<file path="config.mk">
export PLATFORM = sky130hd
export DESIGN_NAME = rdmt_registry
export DESIGN_NICKNAME = d
export VERILOG_FILES = /design/src/rtl/rdmt_pkg.sv /design/src/rtl/rdmt_registry.sv
export SDC_FILE = /design/constraint.sdc
export NUM_CORES = 2
export LEC_CHECK = 0
export BUFFER_PORTS_ARGS = -buffer_cell sky130_fd_sc_hd__buf_2
export CELL_PAD_IN_SITES_DETAIL_PLACEMENT = 0
export CELL_PAD_IN_SITES_GLOBAL_PLACEMENT = 1
export CORE_MARGIN = 5
export CORE_UTILIZATION = 45
export CTS_CLUSTER_DIAMETER = 80
export DETAILED_ROUTE_END_ITERATION = 8
export PLACE_DENSITY_LB_ADDON = 0.1
export SLEW_MARGIN = 20
export SYNTH_ARGS = -nofsm -noshare
export SYNTH_HDL_FRONTEND = slang
export SYNTH_MEMORY_MAX_BITS = 65536
export SYNTH_SLANG_ARGS = --single-unit
</file>
<file path="constraint.sdc">
create_clock -name clock -period 21.6 [get_ports clock]
set_input_delay 4.32 -clock clock [delete_from_list [all_inputs] [get_ports clock]]
set_output_delay 4.32 -clock clock [all_outputs]
set_load 0.01 [all_outputs]
</file>
<file path="src/rtl/rdmt_pkg.sv">
// Package for the reference-counted dedup map table.
// Holds sizes, codes, payload and memory entry types; no dependencies.
`timescale 1ns / 1ps

package rdmt_pkg;

   // Table geometry.
   localparam int PROFILE_COUNT  = 8;
   localparam int BUTTON_COUNT   = 16;
   localparam int REGISTRY_DEPTH = 64;
   localparam int MAP_DEPTH      = 128;

   // Derived widths: addresses, counts that can hold the depth, keys.
   localparam int MAP_AW  = (MAP_DEPTH > 1) ? $clog2(MAP_DEPTH) : 1;
   localparam int MAP_CW  = $clog2(MAP_DEPTH + 1);
   localparam int REG_AW  = (REGISTRY_DEPTH > 1) ? $clog2(REGISTRY_DEPTH) : 1;
   localparam int REG_CW  = $clog2(REGISTRY_DEPTH + 1);
   localparam int SCAN_CW = (MAP_CW > REG_CW) ? MAP_CW : REG_CW;
   localparam int KEY_W   = (PROFILE_COUNT * BUTTON_COUNT > 1) ?
                            $clog2(PROFILE_COUNT * BUTTON_COUNT) : 1;
   // A reference count never exceeds the number of mappings.
   localparam int REFS_W  = MAP_CW;

   // Fixed field widths of the result item.
   localparam int IMG_W = 7;
   localparam int MAPC_W = 8;

   typedef enum logic [1:0] {
      OP_SAVE   = 2'd0,
      OP_DELETE = 2'd1,
      OP_LOOKUP = 2'd2,
      OP_UNUSED = 2'd3
   } op_type;

   typedef enum logic [2:0] {
      STATUS_OK        = 3'd0,
      STATUS_BAD_ARG   = 3'd1,
      STATUS_NOT_FOUND = 3'd2,
      STATUS_REG_FULL  = 3'd3,
      STATUS_MAP_FULL  = 3'd4
   } status_type;

   typedef enum logic [3:0] {
      SEQ_IDLE,
      SEQ_MAP_SCAN,
      SEQ_MAP_DEC,
      SEQ_LOOK_SCAN,
      SEQ_SAVE_SCAN,
      SEQ_SAVE_DEC,
      SEQ_MAP_LAST_RD,
      SEQ_MAP_MOVE,
      SEQ_DROP_SCAN,
      SEQ_DROP_DEC,
      SEQ_REG_LAST_RD,
      SEQ_REG_MOVE,
      SEQ_RESP
   } state_type;

   typedef struct packed {
      logic [1:0]  op;
      logic [7:0]  profile;
      logic [7:0]  button;
      logic [31:0] content_crc;
      logic [31:0] byte_count;
   } req_type;

   typedef struct packed {
      logic [2:0]  status;
      logic        unchanged;
      logic        dedup_hit;
      logic        write_blob;
      logic        free_blob;
      logic [31:0] freed_crc;
      logic [31:0] found_crc;
      logic [31:0] found_size;
      logic [6:0]  image_count;
      logic [7:0]  mapping_count;
      logic [31:0] shared_bytes;
   } rsp_type;

   typedef struct packed {
      logic [KEY_W-1:0] key;
      logic [31:0]      hash;
   } map_entry_type;

   typedef struct packed {
      logic [31:0]       hash;
      logic [31:0]       size;
      logic [REFS_W-1:0] refs;
   } reg_entry_type;

   typedef struct packed {
      logic              en;
      logic [REG_AW-1:0] addr;
      reg_entry_type     data;
   } reg_wr_type;

endpackage

</file>
<file path="src/rtl/rdmt_registry.sv">
// Registry memory of unique hashes: hash, size and reference count per entry.
// One write and one registered read per cycle. Depends on rdmt_pkg.
`timescale 1ns / 1ps

module rdmt_registry (
   input  logic                        clock,
   input  logic [rdmt_pkg::REG_AW-1:0] rd_addr,
   output rdmt_pkg::reg_entry_type     rd_data,
   input  rdmt_pkg::reg_wr_type        wr
);
   import rdmt_pkg::*;

   reg_entry_type mem [REGISTRY_DEPTH];
   reg_entry_type rd_data_ff;

   // Write port and registered read port.
   always_ff @(posedge clock) begin
      if (wr.en) begin
         mem[wr.addr] <= wr.data;
      end
      rd_data_ff <= mem[rd_addr];
   end

   assign rd_data = rd_data_ff;
endmodule
</file>
Word-level counts from Yosys, hierarchy flattened
Memories as Yosys holds them, arrays and structs flattened. A register that Yosys moved wholly into a read port is not among the register bits.
Cells that the tools add are included.

operators by class
  muxes and demuxes = 2

operators with widths
  cell    number
  $mux 1  2

storage, ports and cells
  flip-flop bits (word level) = 0
  memory bits (writable) = 4,608
  input port bits = 86
  output and inout port bits = 72
  word-level logic and storage cells = 3
  memories kept = 1

memories
  name  words  width  rd ports  clocked after memory_dff  wr ports  line                 RTL
  mem   64     72     1         1                         1         rdmt_registry.sv:13  reg_entry_type mem [REGISTRY_DEPTH];

Depth between registers and ports, before layout
  depth after elaboration = 2
  depth in mapped cells = 8
  depth with buffers taken out = 4

Least setup slack after synthesis
No wires, ideal clock.

  kind = input-to-reg
  start = in wr[75] (netlist name)
  end = mem mem[48][0] (netlist name), enable pin
  library setup time = 590 ps
  arrival time = 9,728 ps
  data required time = 21,010 ps
  setup slack = 11,281 ps
  stages = 4
  buffers on the path = 1
  cell sequence = clkbuf_1 -> nor2b_1 -> nand4b_1 -> nor3_1

RTL lines
  what             line                 RTL
  start, declared  rdmt_registry.sv:9   input rdmt_pkg::reg_wr_type wr
  end, declared    rdmt_registry.sv:13

No word-level cell before the write port.

==> results.sh <==
export IMPL_outcome="completed"
export IMPL_place_congestion=0.750
export IMPL_post_cts_buffers=0
export IMPL_dieArea_sq_um=402000
export IMPL_reg2reg_depth=4
export IMPL_viasPerCell=6.54
export IMPL_dp_hpwl_um=282000
export IMPL_holdPathStages=4
export IMPL_hold_buffers=0
export IMPL_crit_buf_inv=6
export IMPL_crit_start="rd_addr[1]"
export IMPL_grt_pass1_wl_um=763000
export IMPL_dpl_instance_area_sq_um=183000
export IMPL_maxSlewViolCount=0
export IMPL_synthDistinctLibCells=27
export IMPL_drive_gt1_share_pct=28.5
export IMPL_synthToLayoutAreaGrowth_pct=13.4
export IMPL_critPathMaxFanout=112
export IMPL_tns_ns=0
export IMPL_synth_top_area_cell="edfxtp_1"
export IMPL_cpPeakStageDelay_ns=0.78
export IMPL_power_density_nw_per_um2=96.1
export IMPL_drc=0
export IMPL_drv_cap=0
export IMPL_syn_nets=7391
export IMPL_crit_chain="buf_8 > buf_4 > buf_4 > buf_12 > buf_4 > buf_4 > mux4_2 > mux2i_1 > a211oi_1 > o211a_1"
export IMPL_async_flop_share_pct=0
export IMPL_io_pins=158
export IMPL_wl_per_cell_um=42.2
export IMPL_wl_um=566000
export IMPL_track_usage_pct=27.9
export IMPL_clk_insertion_delay_late_ns=1.01
export IMPL_yosysMostFrequentCell="edfxtp_1"
export IMPL_synth_top_area_share_pct=79.0
export IMPL_hold_viol_final=0
export IMPL_hold_start="mem[60][6]$_DFFE_PP_"
export IMPL_synth_area_sq_um=175000
export IMPL_period_share_pct=41.5
export IMPL_crit_type="in2reg"
export IMPL_clock_skew_ns=0.0353
export IMPL_port_buffers=157
export IMPL_die_h_um=634
export IMPL_yosysSeqAreaShare_pct=79.8
export IMPL_fmax_mhz=112
export IMPL_grt_overflow=0
export IMPL_clockBufferDepth=4
export IMPL_cts_tree="yes"
export IMPL_slew_headroom_pct=19.1
export IMPL_worst_setup_path_end_kind="flip-flop"
export IMPL_hp_class="reg2reg"
export IMPL_critPathLaunchType="input port"
export IMPL_syn_inst=7305
export IMPL_path_depth=10
export IMPL_setup_viol=0
export IMPL_synthTopCellsByArea="edfxtp_1 79%, mux4_2 15%, a22oi_1 1.2%"
export IMPL_p_leak_nw=61.6
export IMPL_synth_edf_count=4608
export IMPL_cts_resized=0
export IMPL_die_w_um=634
export IMPL_h_tree_depth=5
export IMPL_clk_pin_slew_worst_paths_ns=0.06
export IMPL_critPathRequiredTime_ns=22.49
export IMPL_path_delay_family="buffers and inverters"
export IMPL_rsz0062_at_grt="false"
export IMPL_via_count=87700
export IMPL_ys_ff_latch=4680
export IMPL_design_area_sq_um=199000
export IMPL_peakVddDrop_mv=0.0777
export IMPL_initial_utilization_pct=45.1
export IMPL_drtAntennaViolNets=0
export IMPL_drtIter0Drc=12500
export IMPL_grt_max_degree=113
export IMPL_clock_sinks=4680
export IMPL_cts_buffers=485
export IMPL_antenna_found_initial=66
export IMPL_min_period_ns=8.96
export IMPL_critPathSlowestCell="buf_4"
export IMPL_nets=7869
export IMPL_grt_pass1_vias=87300
export IMPL_syn_avg_cell_area_sq_um=24.0
export IMPL_ys_flop_type="edfxtp_1"
export IMPL_crit_arrival_ns=9.84
export IMPL_core_area_sq_um=389000
export IMPL_std_cell_rows=229
export IMPL_first_pass_iters=6
export IMPL_reg2reg_from="mem[59][59]$_DFFE_PP_"
export IMPL_yosysWarningCount=0
export IMPL_cts_root_buf="clkbuf_16"
export IMPL_synth_commonest_cells="4608 x edfxtp_1, 1152 x mux4_2, 288 x a22oi_1, 190 x buf_2, 144 x o22ai_1"
export IMPL_cp_common_cell="buf_4"
export IMPL_tightest_slew_ns=1.21
-- kinds of logic (layout without fill, tap and decap cells) --
| group | count (synthesis) | in the layout | share of synthesized area (%) |
|---|---|---|---|
| AO/OA/AOI/OAI | 630 | 630 | 2.74 |
| buffers and inverters | 418 | 1312 | 1.16 |
| flip-flops | 4680 | 4680 | 79.8 |
| multiplexers | 1260 | 1260 | 15.4 |
| other | 0 | 22 | 0 |
| AND/OR/NAND/NOR | 317 | 317 | 0.882 |
-- final timing paths --
path	slack, ns	to
max	12.64	rd_data[0]$_DFF_P_
min	0.81	rd_data[6]$_DFF_P_
max reg2reg	19.81	rd_data[59]$_DFF_P_
min reg2reg	0.81	rd_data[6]$_DFF_P_
-- worst min-delay path: cells and delay by family, from the launching register on --
kind | cells | cell delay, ns
flops | 1 | 0.32
mux | 1 | 0.23
compound gates | 2 | 0.19
simple gates | 1 | 0.08
-- cell type report --
class | instances | area (sq um)
multi-input cells | 2207 | 34000
clock buffers | 641 | 13100
diodes | 22 | 55.1
well taps | 5197 | 6500
clock inverters | 262 | 2280
flip-flops and latches | 4680 | 140000
repair buffers | 409 | 3060
fillers | 30400 | 190000
-- power by group --
| group | total, mW | switching (mW) | internal [mW] | leakage, nW |
|---|---|---|---|---|
| Clock | 8.14 | 3.48 | 4.66 | 7.56 |
| Sequential | 10.1 | 0.0375 | 10.1 | 42.1 |
| Combinational | 0.868 | 0.565 | 0.303 | 11.9 |
-- cell usage in the layout (no fill, tap or decap), types with 56 or more instances in the layout --
master        n
a211oi_1     72
mux2i_1     108
buf_4       239
a22oi_1     288
dfxtp_1      72
clkbuf_16   492
clkinv_2    109
nor2_4       64
edfxtp_1   4608
nand3_1     127
o211a_1      72
buf_2       141
nor2_1       56
clkbuf_1    128
o22ai_1     144
clkinv_1     91
mux4_2     1152
-- layer usage --
layer | GRT usage [%] | share of wire [%] | wire (um) | vias up
met5 | 0 | 0.016 | 90 | -
met4 | 5.81 | 2.1 | 12000 | 16
met3 | 5.03 | 9.1 | 51600 | 726
met2 | 43.6 | 47 | 266000 | 4650
met1 | 41.8 | 42 | 236000 | 49500
li1 | - | - | - | 32800
-- through the flow --
step	std cells	power [mW]	worst slack [ns]	util (%)	hold slack, ns
2_1_floorplan	7305	10.7	11.28	-	0.780
3_3_place_gp	12500	11.1	11.75	47.2	0.811
3_5_place_dp	12500	11.2	11.73	47.2	0.813
4_1_cts	13400	19.2	12.79	51.1	0.826
5_1_grt	13400	19.7	12.41	51.1	0.840
6_report	13400	19.1	12.64	51.2	0.815
-- state kept, by name, indices dropped and copies added, names as in the netlist --
name     flops
mem       4608
rd_data     72
Note: power is estimated with default switching activity, not from simulation.
